## src/rtl/lps_pkg.sv

```systemverilog
// Shared types, sizes and LCD byte codes for the LCD pixel shadow update block.
`timescale 1ns / 1ps
`default_nettype none
package lps_pkg;

   // Display geometry
   localparam int COLUMNS = 84;
   localparam int ROWS    = 48;
   localparam int BANKS   = (ROWS + 7) / 8;
   localparam int ROW_W   = BANKS * 8;                          // one shadow row = one column
   localparam int COL_W   = (COLUMNS > 1) ? $clog2(COLUMNS) : 1;
   localparam int Y_IDX_W = 6;                                  // row bit index, ROWS <= 64
   localparam int STEP_W  = 4;                                  // up to 3 + 8 bytes

   // Request actions
   localparam logic [1:0] ACT_SET   = 2'd0;
   localparam logic [1:0] ACT_CLEAR = 2'd1;
   localparam logic [1:0] ACT_LINE  = 2'd2;

   // LCD byte codes
   localparam logic [7:0] LCD_FUNC_VERT = 8'd34;   // function set, vertical addressing
   localparam logic [7:0] LCD_SET_Y     = 8'h40;
   localparam logic [7:0] LCD_SET_X     = 8'h80;
   localparam logic [7:0] LCD_FULL      = 8'hFF;

   // Step of the final byte of each request type
   localparam logic [STEP_W-1:0] PIX_LAST  = STEP_W'(2);
   localparam logic [STEP_W-1:0] LINE_LAST = STEP_W'(BANKS + 2);

   typedef struct packed {
      logic [1:0] action;
      logic [7:0] x_pos;
      logic [7:0] y_pos;
   } req_type;

   typedef struct packed {
      logic [7:0] lcd_byte;
      logic       is_data;
      logic       status;
      logic       last;
   } rsp_type;

   // Controller -> datapath
   typedef struct packed {
      logic              load;    // capture request, start shadow row read
      logic              write;   // update shadow row
      logic              emit;    // load output register
      logic [STEP_W-1:0] step;    // byte number within the request
   } ctl_cmd_type;

   // Datapath -> controller
   typedef struct packed {
      logic req_ok;     // incoming request is in range
      logic out_free;   // output register can take a byte
      logic is_last;    // current step is the final byte
   } dp_sts_type;

endpackage
`default_nettype wire

```

## src/rtl/lps_ram.sv

```systemverilog
// Generic single-write, single-read RAM with registered read data.
`timescale 1ns / 1ps
`default_nettype none
module lps_ram #(
   parameter int WIDTH = 8,
   parameter int DEPTH = 16
) (
   input  wire logic                     clock,
   input  wire logic                     wr_en,
   input  wire logic [$clog2(DEPTH)-1:0] wr_addr,
   input  wire logic [WIDTH-1:0]         wr_data,
   input  wire logic                     rd_en,
   input  wire logic [$clog2(DEPTH)-1:0] rd_addr,
   output      logic [WIDTH-1:0]         rd_data
);

   logic [WIDTH-1:0] mem_ff [DEPTH];
   logic [WIDTH-1:0] rd_data_ff;

   always_ff @(posedge clock) begin
      if (wr_en) begin
         mem_ff[wr_addr] <= wr_data;
      end
      if (rd_en) begin
         rd_data_ff <= mem_ff[rd_addr];
      end
   end

   assign rd_data = rd_data_ff;

endmodule
`default_nettype wire

```

## src/rtl/lps_ctrl.sv

```systemverilog
// Request sequencer: accepts a request, triggers the shadow update for an in-range request, steps the byte stream.
`timescale 1ns / 1ps
`default_nettype none
module lps_ctrl (
   input  wire logic                clock,
   input  wire logic                reset,
   input  wire logic                req_valid,
   output      logic                req_ready,
   input  wire lps_pkg::dp_sts_type sts,
   output      lps_pkg::ctl_cmd_type cmd
);

   typedef enum logic [1:0] {
      S_IDLE,
      S_MOD,
      S_EMIT
   } state_type;

   state_type                    state_ff, state_in;
   logic [lps_pkg::STEP_W-1:0]   step_ff, step_in;

   assign req_ready = (state_ff == S_IDLE);

   always_comb begin
      cmd.load  = (state_ff == S_IDLE) && req_valid;
      cmd.write = (state_ff == S_MOD);
      cmd.emit  = (state_ff != S_IDLE) && sts.out_free;
      cmd.step  = step_ff;
   end

   always_comb begin
      state_in = state_ff;
      step_in  = step_ff;
      unique case (state_ff)
         S_IDLE: begin
            if (req_valid) begin
               step_in  = '0;
               state_in = sts.req_ok ? S_MOD : S_EMIT;
            end
         end
         S_MOD: begin
            // first byte is never the last one for a valid request
            state_in = S_EMIT;
            if (sts.out_free) begin
               step_in = step_ff + 1'b1;
            end
         end
         S_EMIT: begin
            if (sts.out_free) begin
               if (sts.is_last) begin
                  state_in = S_IDLE;
                  step_in  = '0;
               end else begin
                  step_in = step_ff + 1'b1;
               end
            end
         end
         default: begin
            state_in = S_IDLE;
            step_in  = '0;
         end
      endcase
   end

   always_ff @(posedge clock) begin
      if (reset) begin
         state_ff <= S_IDLE;
         step_ff  <= '0;
      end else begin
         state_ff <= state_in;
         step_ff  <= step_in;
      end
   end

   a_accept_leaves_idle: assert property (@(posedge clock) disable iff (reset)
      (req_valid && req_ready) |=> (state_ff != S_IDLE))
      else $error("accepted request did not start a sequence");

   a_step_bounded: assert property (@(posedge clock) disable iff (reset)
      step_ff <= lps_pkg::LINE_LAST)
      else $error("byte step ran past the longest request");

   a_bad_skips_write: assert property (@(posedge clock) disable iff (reset)
      (cmd.load && !sts.req_ok) |=> (state_ff == S_EMIT) && (step_ff == '0))
      else $error("out of range request entered the update state");

endmodule
`default_nettype wire

```

## src/rtl/lps_dp.sv

```systemverilog
// Datapath: request capture, column-row shadow RAM, byte formatting and output register.
`timescale 1ns / 1ps
`default_nettype none
module lps_dp (
   input  wire logic                 clock,
   input  wire logic                 reset,
   input  wire lps_pkg::req_type     req_payload,
   input  wire lps_pkg::ctl_cmd_type cmd,
   output      lps_pkg::dp_sts_type  sts,
   output      logic                 rsp_valid,
   input  wire logic                 rsp_ready,
   output      lps_pkg::rsp_type     rsp_payload
);

   localparam logic [lps_pkg::STEP_W-1:0] STEP0 = lps_pkg::STEP_W'(0);
   localparam logic [lps_pkg::STEP_W-1:0] STEP1 = lps_pkg::STEP_W'(1);
   localparam logic [lps_pkg::STEP_W-1:0] STEP2 = lps_pkg::STEP_W'(2);

   lps_pkg::req_type            req_ff;
   logic                        ok_ff;
   logic [lps_pkg::COLUMNS-1:0] row_valid_ff, row_valid_in;
   logic [7:0]                  byte_ff, byte_in;
   lps_pkg::rsp_type            rsp_ff, rsp_in;
   logic                        rsp_valid_ff, rsp_valid_in;

   logic                        req_ok;
   logic                        x_ok;
   logic [lps_pkg::COL_W-1:0]   col;
   logic [lps_pkg::ROW_W-1:0]   row_rd;
   logic [lps_pkg::ROW_W-1:0]   row_base;
   logic [lps_pkg::ROW_W-1:0]   row_new;
   logic [2:0]                  bank;
   logic                        is_line;

   // Range check of the request at the port
   always_comb begin
      x_ok = (req_payload.x_pos < 8'(lps_pkg::COLUMNS));
      case (req_payload.action) inside
         lps_pkg::ACT_SET, lps_pkg::ACT_CLEAR:
            req_ok = x_ok && (req_payload.y_pos < 8'(lps_pkg::ROWS));
         lps_pkg::ACT_LINE:
            req_ok = x_ok;
         default:
            req_ok = 1'b0;
      endcase
   end

   // One RAM word holds a whole column, all banks
   lps_ram #(
      .WIDTH (lps_pkg::ROW_W),
      .DEPTH (lps_pkg::COLUMNS)
   ) u_shadow (
      .clock   (clock),
      .wr_en   (cmd.write),
      .wr_addr (col),
      .wr_data (row_new),
      .rd_en   (cmd.load && req_ok),
      .rd_addr (req_payload.x_pos[lps_pkg::COL_W-1:0]),
      .rd_data (row_rd)
   );

   assign col     = req_ff.x_pos[lps_pkg::COL_W-1:0];
   assign bank    = req_ff.y_pos[5:3];
   assign is_line = (req_ff.action == lps_pkg::ACT_LINE);

   always_comb begin
      row_base = row_valid_ff[col] ? row_rd : '0;
      row_new  = row_base;
      if (is_line) begin
         row_new = '1;
      end else begin
         row_new[req_ff.y_pos[lps_pkg::Y_IDX_W-1:0]] = (req_ff.action == lps_pkg::ACT_SET);
      end
   end

   always_comb begin
      row_valid_in = row_valid_ff;
      byte_in      = byte_ff;
      if (cmd.write) begin
         row_valid_in[col] = 1'b1;
         byte_in           = row_new[{bank, 3'b000} +: 8];
      end
   end

   // Byte formatting by step
   always_comb begin
      rsp_in = '0;
      if (!ok_ff) begin
         rsp_in.status = 1'b1;
         rsp_in.last   = 1'b1;
      end else if (is_line) begin
         case (cmd.step)
            STEP0:   rsp_in.lcd_byte = lps_pkg::LCD_FUNC_VERT;
            STEP1:   rsp_in.lcd_byte = lps_pkg::LCD_SET_Y;
            STEP2:   rsp_in.lcd_byte = lps_pkg::LCD_SET_X + req_ff.x_pos;
            default: begin
               rsp_in.lcd_byte = lps_pkg::LCD_FULL;
               rsp_in.is_data  = 1'b1;
            end
         endcase
         rsp_in.last = (cmd.step == lps_pkg::LINE_LAST);
      end else begin
         case (cmd.step)
            STEP0:   rsp_in.lcd_byte = lps_pkg::LCD_SET_X | req_ff.x_pos;
            STEP1:   rsp_in.lcd_byte = lps_pkg::LCD_SET_Y | {5'b00000, bank};
            default: begin
               rsp_in.lcd_byte = byte_ff;
               rsp_in.is_data  = 1'b1;
            end
         endcase
         rsp_in.last = (cmd.step == lps_pkg::PIX_LAST);
      end
   end

   assign rsp_valid_in = cmd.emit || (rsp_valid_ff && !rsp_ready);

   always_ff @(posedge clock) begin
      if (cmd.load) begin
         req_ff <= req_payload;
         ok_ff  <= req_ok;
      end
      byte_ff <= byte_in;
      if (cmd.emit) begin
         rsp_ff <= rsp_in;
      end
   end

   always_ff @(posedge clock) begin
      if (reset) begin
         row_valid_ff <= '0;
         rsp_valid_ff <= 1'b0;
      end else begin
         row_valid_ff <= row_valid_in;
         rsp_valid_ff <= rsp_valid_in;
      end
   end

   assign sts.req_ok   = req_ok;
   assign sts.out_free = !rsp_valid_ff || rsp_ready;
   assign sts.is_last  = rsp_in.last;

   assign rsp_valid   = rsp_valid_ff;
   assign rsp_payload = rsp_ff;

   a_single_write: assert property (@(posedge clock) disable iff (reset)
      cmd.write |=> !cmd.write)
      else $error("shadow row written twice for one request");

   a_bad_byte_zero: assert property (@(posedge clock) disable iff (reset)
      (rsp_valid_ff && rsp_ff.status) |-> (rsp_ff.last && (rsp_ff.lcd_byte == 8'h00)
                                           && !rsp_ff.is_data))
      else $error("error result carries a byte");

   a_write_marks_valid: assert property (@(posedge clock) disable iff (reset)
      cmd.write |=> row_valid_ff[$past(col)])
      else $error("written shadow row not marked valid");

endmodule
`default_nettype wire

```

## src/rtl/lcd_pixel_shadow_update.sv

```systemverilog
// Top level: shadow-buffered pixel / vertical line writer producing an LCD byte stream.
//
//  channel  direction  handshake             payload
//  req      in         req_valid/req_ready   lps_pkg::req_type  {action, x_pos, y_pos}
//  rsp      out        rsp_valid/rsp_ready   lps_pkg::rsp_type  {lcd_byte, is_data, status, last}
//
// One request is in flight at a time. A pixel request is accepted, does a shadow
// read-modify-write, then sends its bytes at one byte per cycle while rsp does not stall;
// a vertical line sends 3 + BANKS bytes likewise, and an out of range request one status byte.
// The shadow RAM holds one column per word; per-column valid bits cleared by reset make
// the whole shadow read as blank right after reset, so no clearing pass is needed.
// The output register takes a new byte only when empty or being read, so rsp stalls hold
// the sequencer; the next request is accepted while the final byte still waits.
`timescale 1ns / 1ps
`default_nettype none
module lcd_pixel_shadow_update (
   input  wire logic             clock,
   input  wire logic             reset,
   input  wire logic             req_valid,
   output      logic             req_ready,
   input  wire lps_pkg::req_type req_payload,
   output      logic             rsp_valid,
   input  wire logic             rsp_ready,
   output      lps_pkg::rsp_type rsp_payload
);

   // command and status between the sequencer and the datapath
   lps_pkg::ctl_cmd_type cmd;
   lps_pkg::dp_sts_type  sts;

   // sequencer: idle -> update (write shadow, first byte) -> emit bytes -> idle; out of range: idle -> emit
   lps_ctrl u_ctrl (
      .clock     (clock),
      .reset     (reset),
      .req_valid (req_valid),
      .req_ready (req_ready),
      .sts       (sts),
      .cmd       (cmd)
   );

   // datapath: request register, shadow RAM, byte mux, output register
   lps_dp u_dp (
      .clock       (clock),
      .reset       (reset),
      .req_payload (req_payload),
      .cmd         (cmd),
      .sts         (sts),
      .rsp_valid   (rsp_valid),
      .rsp_ready   (rsp_ready),
      .rsp_payload (rsp_payload)
   );

endmodule
`default_nettype wire

```

## config.mk

```make
export PLATFORM = sky130hd
export DESIGN_NAME = lcd_pixel_shadow_update
export DESIGN_NICKNAME = d
export VERILOG_FILES = /design/src/rtl/lps_pkg.sv /design/src/rtl/lps_ram.sv /design/src/rtl/lps_ctrl.sv /design/src/rtl/lps_dp.sv /design/src/rtl/lcd_pixel_shadow_update.sv
export SDC_FILE = /design/constraint.sdc
export NUM_CORES = 2
export LEC_CHECK = 0
export BUFFER_PORTS_ARGS = -buffer_cell sky130_fd_sc_hd__buf_2
export CORE_UTILIZATION = 39
export CTS_BUF_LIST = sky130_fd_sc_hd__clkbuf_2
export CTS_CLUSTER_DIAMETER = 80
export DETAILED_ROUTE_END_ITERATION = 10
export GPL_TIMING_DRIVEN = 0
export PLACE_DENSITY = 0.61
export SYNTH_ARGS = -nofsm -noshare
export SYNTH_HDL_FRONTEND = slang
export SYNTH_SLANG_ARGS = --single-unit
```

## constraint.sdc

```tcl
create_clock -name clock -period 7.5 [get_ports clock]
set_clock_uncertainty 0.15 [all_clocks]
set_input_delay 2.25 -clock clock [delete_from_list [all_inputs] [get_ports clock]]
set_output_delay 2.25 -clock clock [all_outputs]
set_load 0.005 [all_outputs]
```

**After elaboration in Yosys (flattened, before gate mapping)**

Memories as Yosys holds them, arrays and structs flattened. A register that Yosys moved wholly into a read port is not among the register bits.
Index checks and enable logic that the tools add are counted.

- Register bits: 127
- Bits in latches: 0
- Memory bits (writable): 4032
- Memory bits (read-only): 0
- Memories: 1

- Add/subtract/negate cells: 2
- $mul: 0
- Divide/modulo/power cells: 0
- Magnitude comparators: 6
- Eq/ne operators: 12
- Shift operators: 1
- Mux-type cells: 31
- Bitwise gates (word level): 1
- Reduce and logical (&&, ||, !) cells: 21

Memories:

| memory | depth | bits a word | read ports | clocked after Yosys merged registers in | write ports | line | RTL |
|---|---|---|---|---|---|---|---|
| u_dp.u_shadow.mem_ff | 84 | 48 | 1 | 1 | 1 | lps_ram.sv:17 | `logic [WIDTH-1:0] mem_ff [DEPTH];` |

Operators by type and width:

| operator | number |
|---|---|
| 48-bit 2-to-1 mux | 2 |
| 84-bit bitwise OR | 1 |
| 48-bit bitwise mux | 1 |
| 48-bit by 7-bit indexed part select with 8-bit output | 1 |
| 8-bit one-hot mux with 3 select lines | 1 |
| 4-bit 2-to-1 mux | 4 |
| 8-bit one-hot mux with 2 select lines | 1 |
| 1-bit 2-to-1 mux | 12 |
| 4-bit one-hot mux with 3 select lines | 1 |
| 9-bit 2-to-1 mux | 1 |
| 8-bit adder (first input constant) | 1 |
| 7-bit by 8-bit less-than comparator with 1-bit output (second input constant) | 1 |
| 8-bit by 6-bit less-than comparator with 1-bit output (second input constant) | 1 |
| 8-bit by 7-bit less-than comparator with 1-bit output (second input constant) | 1 |
| 2-bit 2-to-1 mux | 4 |
| 1-bit binary-select mux with 7-bit select | 1 |
| 1-bit demux with 7-bit select | 1 |
| 7-bit by 1-bit >= comparator with 1-bit output (second input constant) | 1 |
| 1-bit logical AND | 7 |
| 6-bit by 7-bit less-than comparator with 1-bit output (second input constant) | 1 |
| 1-bit demux with 6-bit select | 1 |
| 2-bit equality test (second input constant) | 3 |
| 6-bit by 1-bit >= comparator with 1-bit output (second input constant) | 1 |
| 2-bit zero test | 3 |
| 15 further kinds | 22 |

**Longest topological paths before layout**

- Word-level depth: 7
- Mapped depth: 11

**Modules after synthesis**

From an unflattened synthesis, not the netlist that was laid out.

- Cell total of the unflattened synthesis: 7518
- Area total of the unflattened synthesis: 162071.7 um2

Modules (own cells, without submodules):

| module | instances | cells an instance | area each (um2) | seq. area each (um2) |
|---|---|---|---|---|
| lps_ram | 1 | 6699 | 155170.1 | 122517.5 |
| lps_dp | 1 | 775 | 6536.3 | 2782.7 |
| lps_ctrl | 1 | 44 | 365.4 | 120.1 |

**Worst setup path before layout**

No wires, ideal clock.

- Kind: register to register
- Start point: register u_dp.req_ff, in the netlist u_dp.col[5]
- End point: memory u_dp.u_shadow.mem_ff[0][15] (netlist name) (data pin)
- Data arrival time: 5.402 ns
- Data required time: 6.462 ns
- Path slack: 1.060 ns
- Cell stages (with the launch flop): 10
- Path through: edfxtp_1 -> buf_2 -> or4b_2 -> buf_2 -> nor3b_1 -> a31oi_1 -> o21ai_0 -> nor4_1 -> buf_2 -> o32ai_1

- Word-level cells in the longest chain between the ends: 5

Ends and longest elaborated chain:

| item | line | RTL |
|---|---|---|
| start: declaration | lps_dp.sv:19 | `lps_pkg::req_type req_ff;` |
| start signal: assignment | lps_dp.sv:119 | `req_ff <= req_payload;` |
| 1-bit binary-select mux with 7-bit select | lps_dp.sv:67 | `row_base = row_valid_ff[col] ? row_rd : '0;` |
| 1-bit 2-to-1 mux (implied by the code) | lps_dp.sv:67 |  |
| 48-bit 2-to-1 mux | lps_dp.sv:67 |  |
| 48-bit bitwise mux | lps_dp.sv:72 | `row_new[req_ff.y_pos[lps_pkg::Y_IDX_W-1:0]] = (req_ff.action == lps_pkg::ACT_SET);` |
| 48-bit 2-to-1 mux | lps_dp.sv:69 | `if (is_line) begin` |
| via u_dp.row_new (one bit) | lps_dp.sv:31 | `logic [lps_pkg::ROW_W-1:0] row_new;` |
| end: declaration | lps_ram.sv:17 |  |

The timed path passes the listed nets, and every way through them passes these cells. The select of a mux whose other input is x is not followed.

**Worst setup path after layout**

- Start point: input req_payload[11] (netlist name)
- End point: register u_dp.u_shadow.rd_data_ff[35] (netlist: u_dp.u_shadow.rd_data[35]) (read register of u_dp.u_shadow.mem_ff) (data pin)

- Word-level cells in the longest chain between the ends: 4

Ends and longest elaborated chain:

| item | line | RTL |
|---|---|---|
| start: declaration | lcd_pixel_shadow_update.sv:21 | `input wire lps_pkg::req_type req_payload,` |
| 8-bit by 7-bit less-than comparator with 1-bit output | lps_dp.sv:37 | `x_ok = (req_payload.x_pos < 8'(lps_pkg::COLUMNS));` |
| 1-bit 2-to-1 mux / 1-bit logical AND (equally long branches) | lps_dp.sv:38, lps_dp.sv:40 |  |
| 1-bit 2-to-1 mux | lps_dp.sv:38 | `case (req_payload.action) inside` |
| 1-bit logical AND | lps_dp.sv:57 | `.rd_en (cmd.load && req_ok),` |
| end: declaration | lps_ram.sv:18 | `logic [WIDTH-1:0] rd_data_ff;` |

Several ways; a longest one is shown, not always the timed one.
A chain may end at the register's enable or synchronous reset.

==> impl_results.md <==
* Cell mode on critical path: buf_2
* PortBufs at 33
* Critical Path RT at 9.30 ns
* RSZ-0062 raised after global routing: false
* GRT Total Usage at 0.2191
* # resized after CTS at 0
* Max Clock Freq at ~160 MHz
* Post-synth EDFFs at roughly 4100
* Largest net degree at the start of global routing at 37
* Cells after Synth at 6961
* DR vias/cell at around 5.7
* Final setup fails at 0
* Cell Rows at 235
* Total Nets Final at 8448
* Iteration count of the initial detailed-routing pass at 9
* Largest family of logic cells by synthesized area: multiplexers
* Hold Path Class: in -> reg
* Max-Cap Viols at 0
* Failing checks: max-slew violations
* Kind of critical path: in -> reg
* # hold bufs at CTS at 10
* Hold path depth at 1
* Final ANT Viol Nets at 0
* Flop pwr share at 0.585
* H-tree levels at 7
* Final Cycle Share at 0.8132
* Reg2Reg Depth at 12
* Vias in the first global route at between 80000 and 90000
* Synth Area in XOR/XNOR at 0
* DRC at 0
* Post-CTS Setup Repair Bufs at 0
* Net Sw Frac at 0.2576
* Startpoint types: primary input
* Gpl congestion at 0.9349
* Slowest CP cell: a221oi_1
* Tmin final at just over 6 ns
* Mapped Area at around 0.16 mm²
* Avg Synthesized Cell Area at 23.20 µm²
* Yosys cell types at between 50 and 60
* Hold Violations, Final at 0
* R2R setup slack at ~1.7 ns
* Die area at between 0.4 and 0.5 mm²
* Mux contribution to synthesized area at 0.1820
* TritonCTS Buffers at 1126
* Comb power frac at 0.085
* Area growth, synth to finish at 14.51%
* Post-DP HPWL at 308500 µm
* Yosys synthesis warning count at 0
* Synth area leaders: edfxtp_1, mux4_2, mux2i_1
* Total gr overflow at 0
* Seq/Total Area, Yosys at 0.7767
* Critical Path End Type: flop
* Clock power share at 0.330
* Sw power at 11.67 mW
* Vias at 83061
* Fin util at 0.4501
* Initial Utilization at 0.3931
* Ys async rst share at 0
* DRT iter0 DRCs at between 10000 and 15000
* Peak VDD IR at 0.0001729 V
* Cell-internal power at 33.62 mW
* Post-route insts no fill at 14562
* Pwr/cell area at 244.9 mW/mm²
* Slew Viols, Final at 8
* Syn_nets at 6990
* Post-synth top area share at 0.7655
* Cells along the critical path: dlygate4sd3_1 -> buf_2 -> buf_2 -> buf_4 -> buf_6 -> buf_2 -> clkbuf_1 -> mux2i_1 -> a221oi_1 -> o21ai_1 -> a21oi_1
* Pleak at 59.68 nW
* Min setup slack post-route at 1.401 ns
* Relative slew slack at -0.09870
* Adder-Cell Fraction of Synth Area at 0.0005424
* Top FF cell, synth: edfxtp_1
* Initial antenna violation count at 41
* Clk root buf: clkbuf_2
* Final wirelength at 455700 µm
* # IOs at 35
* Setup TNS at 0 ns
* CTS tree: built
* Slowest Stage Delay on Critical Path at around 1.3 ns
* Flip-flop and latch count after synthesis at 4207
* Critical Path AT at 7.90 ns
* Post-synth top area cell: edfxtp_1
* CTS clk-pin slew, worst paths at 0.10 ns
* WL/cell at 31.29 µm
* Worst skew pair latency at 2.27 ns
* Fraction of layout cells with a size suffix above 1 at 0.3825
* First-pass GRT wire length at 632300 µm
* Total power at ~45 mW
* Synth Area in Compound Gates at 0.01729
* Die width at roughly 650 µm
* CTS Sinks at 4207
* Post-Synth Simple-Gate Area at 0.01125
* CTS max path bufs at 5
* Run status: finished, violations left
* Dpl cells at between 10000 and 15000
* Die Y-Extent at 645.4 µm
* Worst-margin pin slew at 1.648 ns
* CP max FO at 10
* Post-Place Setup Slack at -0.4298 ns
* Core area at a little over 0.4 mm²
-- metal layers --
metal / vias to the layer above / GRT usage / share of wire / routed length, µm
met1: 44281 / 0.2891 / 0.39 / 179500
li1: 33335 / - / - / -
met2: 4577 / 0.3428 / 0.47 / 215500
met4: 0 / 0.1089 / 0.045 / 20420
met5: - / 0 / 0 / 0
met3: 868 / 0.05081 / 0.088 / 40250
-- layout make-up --
cell class	instances	area, µm²
Sequential cell	4207	125400
Clock buffer	1562	7818
Multi-Input combinational cell	2344	35370
Timing Repair Buffer	330	6183
Clock inverter	218	1192
Fill cell	34613	225900
Tap cell	5451	6820
Buffer	392	1917
Antenna cell	40	100.1
Inverter	18	67.56
-- kinds of logic (layout without fill, tap and decap cells) --
group           count (synthesis)  in the layout
flops                        4207           4207
mux                          1482           1482
compound gates                429            429
simple gates                  426            426
buf+inv                       410           2520
fa+ha+maj                       7              7
other cells                     0             40
-- synthesized netlist by cell type (7+ instances only) --
cell type     n
edfxtp_1   4116
mux4_2     1157
nor2_1      322
mux2i_1     269
clkbuf_1    175
buf_2        98
dfxtp_1      91
a21oi_1      88
buf_4        69
o21ai_0      68
a221oi_1     58
a22o_1       56
mux2_2       56
o22ai_1      48
o21ai_1      47
buf_1        43
nand2_1      30
a31oi_1      20
inv_1        18
nand3_1      12
nor2b_1      12
a22oi_1      10
nand2b_1      9
a211oi_1      8
buf_6         7
ha_1          7
-- power groups by stage --
stage / combinational (mW) / clock, mW / sequential, mW
5_1_grt: 3.99 / 16.4 / 26.5
3_5_place_dp: 3.83 / 0 / 27.0
6_report: 3.87 / 14.9 / 26.5
2_1_floorplan: 1.78 / 0 / 27.1
3_3_place_gp: 3.23 / 0 / 27.4
4_1_cts: 3.84 / 15.3 / 26.5
-- cell usage in the layout (no fill, tap or decap), types with 40 or more instances in the layout --
master,Yosys,final
clkbuf_1,175,166
edfxtp_1,4116,4116
buf_2,98,131
o21ai_1,47,47
mux2_2,56,56
nor2_1,322,238
buf_1,43,43
buf_12,0,235
diode_2,0,40
o22ai_4,0,47
clkbuf_2,0,1571
buf_4,69,78
buf_16,0,40
dfxtp_1,91,91
a22o_1,56,56
a221oi_1,58,58
a21oi_1,88,88
mux4_2,1157,1157
nor2_4,0,84
clkinv_1,0,165
o21ai_0,68,68
mux2i_1,269,269
-- worst paths after layout --
kind                              start                            to
hold reg to reg   u_dp.row_valid_ff[80]         u_dp.row_valid_ff[80]
setup reg to reg            u_dp.col[3]  u_dp.u_shadow.mem_ff[42][12]
setup / recovery        req_payload[11]     u_dp.u_shadow.rd_data[35]
hold / removal           req_payload[9]                   u_dp.col[1]
-- flip-flops by register name (all words and copies together) (netlist names) --
name / cells
u_dp.bank: 3
u_dp.u_shadow.mem_ff: 4032
u_ctrl.state_ff: 2
u_ctrl.step_ff: 4
u_dp.ok_ff: 1
u_dp.rsp_valid: 1
u_dp.u_shadow.rd_data: 48
u_dp.row_valid_ff: 84
u_dp.req_ff: 6
u_dp.col: 7
u_dp.rsp_payload: 11
u_dp.byte_ff: 8
-- through the flow --
stage               hold slack (ns)  cell area, µm²
finish                       0.2856          184900
global route                 0.1082          184900
CTS                         0.05544          184700
detailed placement           0.3090          175600
global placement             0.2950          168500
floorplan                    0.2846          161500
-- worst max-delay path: cells and delay by family --
family	cells	cell delay (ns)
multiplexers	1	0.22
AO/OA/AOI/OAI	3	2.33
buffers and inverters	7	3.01
Note: power is estimated with default switching activity, not from simulation.
